File: config.mk
export PLATFORM = sky130hd
export DESIGN_NAME = icmpv6_checksum_engine
export DESIGN_NICKNAME = d
export VERILOG_FILES = /design/src/rtl/core/icmpcs_pkg.sv /design/src/rtl/core/icmpv6_checksum_engine.sv /design/src/rtl/core/icmpcs_cfg.sv
export SDC_FILE = /design/constraint.sdc
export NUM_CORES = 1
export LEC_CHECK = 0
export BUFFER_PORTS_ARGS = -buffer_cell sky130_fd_sc_hd__buf_2
export CORE_ASPECT_RATIO = 0.9
export CORE_MARGIN = 4
export CORE_UTILIZATION = 65
export DETAILED_ROUTE_END_ITERATION = 10
export PLACE_DENSITY_LB_ADDON = 0.3
export SKIP_LAST_GASP = 1
export SLEW_MARGIN = 20
export SYNTH_ARGS = -nofsm -noshare
export SYNTH_HDL_FRONTEND = slang
export SYNTH_SLANG_ARGS = --single-unit
File: constraint.sdc
create_clock -name clk -period 11.2 [get_ports clk]
set_input_delay 1.68 -clock clk [delete_from_list [all_inputs] [get_ports clk]]
set_output_delay 1.68 -clock clk [all_outputs]
set_load 0.1 [all_outputs]
File: src/rtl/core/icmpcs_pkg.sv
// Shared types, constants and one's-complement helpers for the ICMPv6 checksum engine.
`default_nettype none

package icmpcs_pkg;

	localparam int unsigned MAX_MESSAGE_BYTES_DEF = 65535;
	localparam int unsigned CFG_IDX_W             = 3;
	localparam int unsigned CFG_DATA_W            = 64;
	localparam int unsigned WORD_W                = 16;
	localparam int unsigned COUNT_W               = 16;
	localparam logic [7:0]  NEXT_HEADER_RESET     = 8'h3a;

	typedef enum logic [CFG_IDX_W-1:0] {
		REG_SRC_ADDR_HIGH = 3'd0,
		REG_SRC_ADDR_LOW  = 3'd1,
		REG_DST_ADDR_HIGH = 3'd2,
		REG_DST_ADDR_LOW  = 3'd3,
		REG_NEXT_HEADER   = 3'd4
	} cfg_reg_t;

	// Pseudo-header contribution, kept as folded per-register sums
	typedef struct packed {
		logic [WORD_W-1:0] src_high_sum;
		logic [WORD_W-1:0] src_low_sum;
		logic [WORD_W-1:0] dst_high_sum;
		logic [WORD_W-1:0] dst_low_sum;
		logic [7:0]        next_header;
	} pseudo_hdr_t;

	// 16-bit add with end-around carry
	function automatic logic [WORD_W-1:0] oc_add(input logic [WORD_W-1:0] a,
	                                               input logic [WORD_W-1:0] b);
		logic [WORD_W:0] t;
		t = {1'b0, a} + {1'b0, b};
		return t[WORD_W-1:0] + WORD_W'(t[WORD_W]);
	endfunction

	// One's-complement sum of the four 16-bit words of a 64-bit value
	function automatic logic [WORD_W-1:0] fold_quad(input logic [CFG_DATA_W-1:0] v);
		logic [WORD_W+1:0] s;
		logic [WORD_W:0]   x;
		s = 18'(v[63:48]) + 18'(v[47:32]) + 18'(v[31:16]) + 18'(v[15:0]);
		x = 17'(s[WORD_W-1:0]) + 17'(s[WORD_W+1:WORD_W]);
		return x[WORD_W-1:0] + WORD_W'(x[WORD_W]);
	endfunction

endpackage

`default_nettype wire

File: src/rtl/core/icmpv6_checksum_engine.sv
// Top level of the ICMPv6 checksum engine: byte intake, running sum and result pipeline.
//
// Usage:
//   Input channel (in_valid / in_stall, payload data_byte, last_byte) takes one
//   message byte per request, in wire order; last_byte marks the final byte.
//   Bytes pair into big-endian words that feed a 16-bit end-around-carry sum.
//   Output channel (out_valid / out_stall, payload checksum, length_error)
//   carries one request per message. length_error flags a message longer
//   than MAX_MESSAGE_BYTES; checksum then reads zero.
//   Configuration: cfg_write_en / cfg_index / cfg_data write the source and
//   destination address halves (indexes 0..3) and the next-header value (4).
//   Each address half is folded to a 16-bit sum as it is written.
// Throughput: one byte per cycle while in_stall is low, back to back, including across messages.
// Result path: after the last byte is accepted, the result passes the result
//   register s1, the pseudo-header add s2 and the output register.
// Reset: clears the message state and the pipeline, addresses to zero and the
//   next-header value to 58.
// Stall: a stalled output holds its request; the pipeline fills behind it and
//   in_stall rises once a finished message cannot move on. Non-final bytes
//   are also held back then, so no byte is ever dropped.
`default_nettype none

module icmpv6_checksum_engine
	import icmpcs_pkg::*;
#(
	parameter int unsigned MAX_MESSAGE_BYTES = MAX_MESSAGE_BYTES_DEF
) (
	input  wire logic                  clk,
	input  wire logic                  arst_n,
	// byte input channel
	input  wire logic                  in_valid,
	output logic                       in_stall,
	input  wire logic [7:0]            data_byte,
	input  wire logic                  last_byte,
	// result channel
	output logic                       out_valid,
	input  wire logic                  out_stall,
	output logic [WORD_W-1:0]          checksum,
	output logic                       length_error,
	// configuration write port
	input  wire logic                  cfg_write_en,
	input  wire logic [CFG_IDX_W-1:0]  cfg_index,
	input  wire logic [CFG_DATA_W-1:0] cfg_data
);

	localparam logic [COUNT_W-1:0] MAX_COUNT = COUNT_W'(MAX_MESSAGE_BYTES);

	pseudo_hdr_t pseudo;

	icmpcs_cfg u_cfg (
		.clk          (clk),
		.arst_n       (arst_n),
		.cfg_write_en (cfg_write_en),
		.cfg_index    (cfg_index),
		.cfg_data     (cfg_data),
		.pseudo       (pseudo)
	);

	// ---------------------------------------------------------------------
	// Message state
	// ---------------------------------------------------------------------
	logic [WORD_W-1:0]  sum_q;
	logic [COUNT_W-1:0] count_q;
	logic [7:0]         held_q;
	logic               odd_q;
	logic               ovf_q;

	// Pipeline stage 1: message totals captured on the last byte
	logic               valid_s1;
	logic [WORD_W-1:0]  sum_s1;
	logic [WORD_W-1:0]  tail_s1;
	logic [COUNT_W-1:0] count_s1;
	logic               ovf_s1;

	// Pipeline stage 2: raw pseudo-header total
	logic               valid_s2;
	logic [WORD_W+2:0]  total_s2;
	logic               ovf_s2;

	// Output register
	logic               out_valid_q;
	logic [WORD_W-1:0]  checksum_q;
	logic               length_error_q;

	// Handshake and flow control
	logic out_ready;
	logic adv_s2;
	logic s2_ready;
	logic adv_s1;
	logic s1_ready;
	logic in_acc;

	assign out_ready = !out_valid_q || !out_stall;
	assign adv_s2    = valid_s2 && out_ready;
	assign s2_ready  = !valid_s2 || out_ready;
	assign adv_s1    = valid_s1 && s2_ready;
	assign s1_ready  = !valid_s1 || s2_ready;
	assign in_stall  = !s1_ready;
	assign in_acc    = in_valid && !in_stall;

	// ---------------------------------------------------------------------
	// Byte intake: pair bytes, advance running sum and count
	// ---------------------------------------------------------------------
	logic               at_max;
	logic [COUNT_W-1:0] count_nxt;
	logic               ovf_nxt;
	logic [WORD_W-1:0]  sum_nxt;
	logic [WORD_W-1:0]  tail_word;

	assign at_max    = (count_q >= MAX_COUNT);
	assign count_nxt = at_max ? count_q : count_q + COUNT_W'(1);
	assign ovf_nxt   = ovf_q || at_max;
	// Second byte of a pair completes a word
	assign sum_nxt   = odd_q ? oc_add(sum_q, {held_q, data_byte}) : sum_q;
	// Odd trailing byte becomes the high byte of a zero-padded word
	assign tail_word = odd_q ? '0 : {data_byte, 8'h00};

	always_ff @(posedge clk or negedge arst_n) begin
		if (!arst_n) begin
			sum_q   <= '0;
			count_q <= '0;
			held_q  <= '0;
			odd_q   <= 1'b0;
			ovf_q   <= 1'b0;
		end else if (in_acc) begin
			if (last_byte) begin
				// clear for the next message
				sum_q   <= '0;
				count_q <= '0;
				held_q  <= '0;
				odd_q   <= 1'b0;
				ovf_q   <= 1'b0;
			end else begin
				sum_q   <= sum_nxt;
				count_q <= count_nxt;
				held_q  <= odd_q ? 8'h00 : data_byte;
				odd_q   <= !odd_q;
				ovf_q   <= ovf_nxt;
			end
		end
	end

	// ---------------------------------------------------------------------
	// Stage 1: capture message totals
	// ---------------------------------------------------------------------
	always_ff @(posedge clk or negedge arst_n) begin
		if (!arst_n) begin
			valid_s1 <= 1'b0;
		end else if (in_acc && last_byte) begin
			valid_s1 <= 1'b1;
		end else if (adv_s1) begin
			valid_s1 <= 1'b0;
		end
	end

	always_ff @(posedge clk) begin
		if (in_acc && last_byte) begin
			sum_s1   <= sum_nxt;
			tail_s1  <= tail_word;
			count_s1 <= count_nxt;
			ovf_s1   <= ovf_nxt;
		end
	end

	// ---------------------------------------------------------------------
	// Stage 2: add pseudo-header terms as one wide total; fold afterwards
	// ---------------------------------------------------------------------
	logic [WORD_W+2:0] total_nxt;

	assign total_nxt = 19'(sum_s1) + 19'(tail_s1)
	                 + 19'(pseudo.src_high_sum) + 19'(pseudo.src_low_sum)
	                 + 19'(pseudo.dst_high_sum) + 19'(pseudo.dst_low_sum)
	                 + 19'(count_s1) + 19'(pseudo.next_header);

	always_ff @(posedge clk or negedge arst_n) begin
		if (!arst_n) begin
			valid_s2 <= 1'b0;
		end else if (adv_s1) begin
			valid_s2 <= 1'b1;
		end else if (adv_s2) begin
			valid_s2 <= 1'b0;
		end
	end

	always_ff @(posedge clk) begin
		if (adv_s1) begin
			total_s2 <= total_nxt;
			ovf_s2   <= ovf_s1;
		end
	end

	// ---------------------------------------------------------------------
	// Output: fold end-around carries twice, invert, force zero on overflow
	// ---------------------------------------------------------------------
	logic [WORD_W:0]   fold1;
	logic [WORD_W-1:0] folded;

	assign fold1  = 17'(total_s2[WORD_W-1:0]) + 17'(total_s2[WORD_W+2:WORD_W]);
	assign folded = fold1[WORD_W-1:0] + WORD_W'(fold1[WORD_W]);

	always_ff @(posedge clk or negedge arst_n) begin
		if (!arst_n) begin
			out_valid_q <= 1'b0;
		end else if (adv_s2) begin
			out_valid_q <= 1'b1;
		end else if (!out_stall) begin
			out_valid_q <= 1'b0;
		end
	end

	always_ff @(posedge clk) begin
		if (adv_s2) begin
			checksum_q     <= ovf_s2 ? '0 : ~folded;
			length_error_q <= ovf_s2;
		end
	end

	assign out_valid    = out_valid_q;
	assign checksum     = checksum_q;
	assign length_error = length_error_q;

	// ---------------------------------------------------------------------
	// Assertions
	// ---------------------------------------------------------------------
	a_count_bounded: assert property (@(posedge clk) disable iff (!arst_n)
		count_q <= MAX_COUNT)
		else $error("byte count past maximum");

	a_ovf_saturated: assert property (@(posedge clk) disable iff (!arst_n)
		ovf_q |-> count_q == MAX_COUNT)
		else $error("overflow flagged below maximum count");

	a_clear_after_last: assert property (@(posedge clk) disable iff (!arst_n)
		in_acc && last_byte |=> !odd_q && !ovf_q && count_q == '0 && valid_s1)
		else $error("message state not cleared after last byte");

	a_stall_needs_full: assert property (@(posedge clk) disable iff (!arst_n)
		in_stall |-> valid_s1 && valid_s2 && out_valid_q && out_stall)
		else $error("input stalled with room in pipeline");

	a_error_zero_sum: assert property (@(posedge clk) disable iff (!arst_n)
		out_valid && length_error |-> checksum == '0)
		else $error("checksum not zero on length error");

endmodule

`default_nettype wire

File: src/rtl/core/icmpcs_cfg.sv
// Configuration registers, held as folded pseudo-header sums.
`default_nettype none

module icmpcs_cfg
	import icmpcs_pkg::*;
(
	input  wire logic                  clk,
	input  wire logic                  arst_n,
	input  wire logic                  cfg_write_en,
	input  wire logic [CFG_IDX_W-1:0]  cfg_index,
	input  wire logic [CFG_DATA_W-1:0] cfg_data,
	output pseudo_hdr_t                pseudo
);

	pseudo_hdr_t       pseudo_q;
	logic [WORD_W-1:0] wr_sum;

	assign wr_sum = fold_quad(cfg_data);

	always_ff @(posedge clk or negedge arst_n) begin
		if (!arst_n) begin
			pseudo_q.src_high_sum <= '0;
			pseudo_q.src_low_sum  <= '0;
			pseudo_q.dst_high_sum <= '0;
			pseudo_q.dst_low_sum  <= '0;
			pseudo_q.next_header  <= NEXT_HEADER_RESET;
		end else if (cfg_write_en) begin
			unique case (cfg_index)
				REG_SRC_ADDR_HIGH: pseudo_q.src_high_sum <= wr_sum;
				REG_SRC_ADDR_LOW:  pseudo_q.src_low_sum  <= wr_sum;
				REG_DST_ADDR_HIGH: pseudo_q.dst_high_sum <= wr_sum;
				REG_DST_ADDR_LOW:  pseudo_q.dst_low_sum  <= wr_sum;
				REG_NEXT_HEADER:   pseudo_q.next_header  <= cfg_data[7:0];
				default: begin
					// drop writes to unmapped indexes
				end
			endcase
		end
	end

	assign pseudo = pseudo_q;

endmodule

`default_nettype wire
==> reports/summary.txt <==
Run status - finished, final reports clean
Post-CTS Hold Buffers - 0
Top cells by count, synth - nand2_1 (152), o21ai_0 (114), dfrtp_1 (113), inv_1 (112), fa_1 (99)
ANT nets after route - 0
Achievable Freq - 105 MHz
CTS Buffer Depth - 2
Syn Nets - 1665
Die X - 164 µm
Final Core Density - 72.4%
Largest area contributor in the netlist - dfrtp_1
Core area - 21600 µm²
Yosys cell types - 76
Post-CTS setup buffers - 0
RSZ-0062 raised after global routing - false
CTS tree - built
Total of max-cap violations - 0
Detailed Routing Iterations Pass 1 - 6
First-pass GRT wire length - 54.0 mm
Initial antenna violation count - 0
CP Data Arrival Time - 9.77 ns
RR Endpoint - total_s2[17]
Reg-to-reg startpoint - u_cfg.pseudo[1]
Number of H-tree levels - 4
Count leader, synth - nand2_1
Layout cells sized above 1 - 12.3%
Slowest cell on crit path - nor4_1
DRC viols - 0
CTS root buf - clkbuf_16
Final Slew Violations - 0
Die Y - 148 µm
Crit share post-route - 84.7%
Clock sinks - 195
Count of buffers from port buffering - 99
Synthesized flop and latch total - 195
Worst path max stage delay - 0.67 ns
WL final - 33.6 mm
Share of the synthesized area in the top cell type - 19.9%
GRT busiest layer - met2
Worst setup endpoint - u_cfg.pseudo[71]
Post_cts resized - 0
Die area - 24300 µm²
Synth warn - 0
Crit path required time - 11.49 ns
Post-Synthesis Cells - 1404
Gr usage total - 28.4%
Final Skew - 0.0168 ns
Mean Syn Cell Area - 10.1 µm²
Met1 Use GR - 41.7%
Critical path launch point type - input port
Avg WL per Cell - 18.7 µm
Clk pin slew, worst setup/hold paths - 0.08 ns
Vias in the first global route - 10500
Largest net degree at the start of global routing - 67
Endpoints failing setup - 0
Mapped cell area - 14200 µm²
GR Layer Usage met3 - 5.46%
Area grow syn2layout - 9.88%
Fin nets - 1756
Critical Path End Type - flip-flop
Reg2Reg Depth - 17
DR vias - 10800
Num CTS Buffers - 17
Setup CP Type - input port to flip-flop
Diode count - 0
Register area share after synthesis - 37.1%
Setup TNS - 0 ns
Post-synth EDFFs - 78
Place WS - 1.33 ns
Starting Density - 65.8%
FF-to-FF setup slack - 5.90 ns
Routability cong. - 0.914
Final hold slack - 0.429 ns
Worst rel slew slack - 25.7%
CP max FO - 7
I/O pin count - 100
Top cells by area, synth - dfrtp_1 (20%), edfxtp_1 (16%), fa_1 (14%), ha_1 (7.1%), xnor2_1 (4.5%)
Tightest Pin Transition - 1.09 ns
Synth Flop Type - dfrtp_1
Final hold violations - 0
Worst min path class - flip-flop to flip-flop
Clock latency on the worst-skew pair - 0.45 ns
Crit path top cell by count - ha_1
Dpl hpwl - 25.8 mm
Met2 usage - 44.7%
Post-layout min period - 9.48 ns
Post-route setup slack - 1.72 ns
Via density per instance - 6.02
Setup crit start - cfg_data[32]
Ys async rst share - 60.0%
Overflow after GRT - 0
Rows - 51
DR iter-0 viols - 1022
cell usage in the layout (no fill, tap or decap), types with 5 or more instances in the layout:
master | Yosys | routed
clkbuf_16 | 0 | 19
or3_1 | 6 | 6
o211ai_1 | 11 | 11
a211oi_1 | 15 | 15
dfrtp_1 | 113 | 113
nor3_1 | 25 | 25
buf_4 | 0 | 7
a21o_1 | 17 | 17
nand3_1 | 44 | 43
ha_1 | 81 | 81
nor4_1 | 5 | 5
a31oi_1 | 11 | 11
nand2_1 | 152 | 152
nor2_1 | 93 | 92
edfxtp_1 | 78 | 78
nand4_1 | 16 | 16
nand2b_1 | 10 | 10
nor3b_1 | 5 | 5
mux2_2 | 20 | 20
buf_2 | 1 | 98
nand4b_1 | 5 | 5
xnor2_1 | 73 | 73
o21bai_1 | 8 | 8
fa_1 | 99 | 99
inv_6 | 0 | 5
o31ai_1 | 8 | 8
a211o_1 | 7 | 7
a22o_1 | 14 | 14
and3_1 | 20 | 20
a21oi_1 | 59 | 59
xor2_1 | 35 | 35
nor2b_1 | 18 | 18
and2_1 | 16 | 16
inv_1 | 112 | 112
o21ai_0 | 114 | 114
o21a_1 | 10 | 10
state kept, by name, summed over array words and instances, names as in the netlist, 8 cells and up:
signal	cells
u_cfg.pseudo	72
total_s2	19
checksum	16
count_q	16
count_s1	16
sum_q	16
sum_s1	16
held_q	8
tail_s1	8
per-stage QoR:
step	instance area (µm²)	instances
floorplan	14200	1404
global placement	15000	1765
detailed placement	15000	1765
finish	15600	1799
CTS	15600	1797
global route	15600	1799
critical path: cells and delay by family:
kind,cells,cell delay [ns]
mux,1,0.22
fa+ha+maj,7,1.95
buf+inv,3,0.21
xor+xnor,2,0.29
compound gates,14,3.16
simple gates,11,2.26
cells by family after synthesis:
logic type | share of synthesized area, %
AO/OA/AOI/OAI | 14.7
XOR/XNOR | 6.93
adder cells (fa/ha/maj) | 21.2
buffers and inverters | 3.95
flip-flops | 37.1
multiplexers | 1.73
AND/OR/NAND/NOR | 14.3
cell type report:
cell class | instances | area [µm²]
sequential | 195 | 5280
clock inverter | 11 | 88.8
clock buffer | 21 | 493
inverter | 112 | 420
tap | 291 | 364
multi-input combinational | 1062 | 8380
timing repair buffer | 107 | 586
fill | 1598 | 5960
per-layer routing:
metal / vias up / share of wire [%]
met5: - / 0
met4: 0 / 1.7
met3: 39 / 6.5
met2: 381 / 47
met1: 5291 / 45
li1: 5117 / -
worst min-delay path by stage:
stage               slack [ns]  depth (start not counted)    from  endpoint
floorplan                 0.40                          0  ovf_s1    ovf_s2
global placement          0.41                          0  ovf_s1    ovf_s2
detailed placement        0.43                          0  ovf_s1    ovf_s2
CTS                       0.44                          0  ovf_s1    ovf_s2
global route              0.44                          0  ovf_s1    ovf_s2
finish                    0.43                          0  ovf_s1    ovf_s2
Power is not shown: default switching activity piles up to over one toggle a cycle in this logic, so the estimate is an artifact.
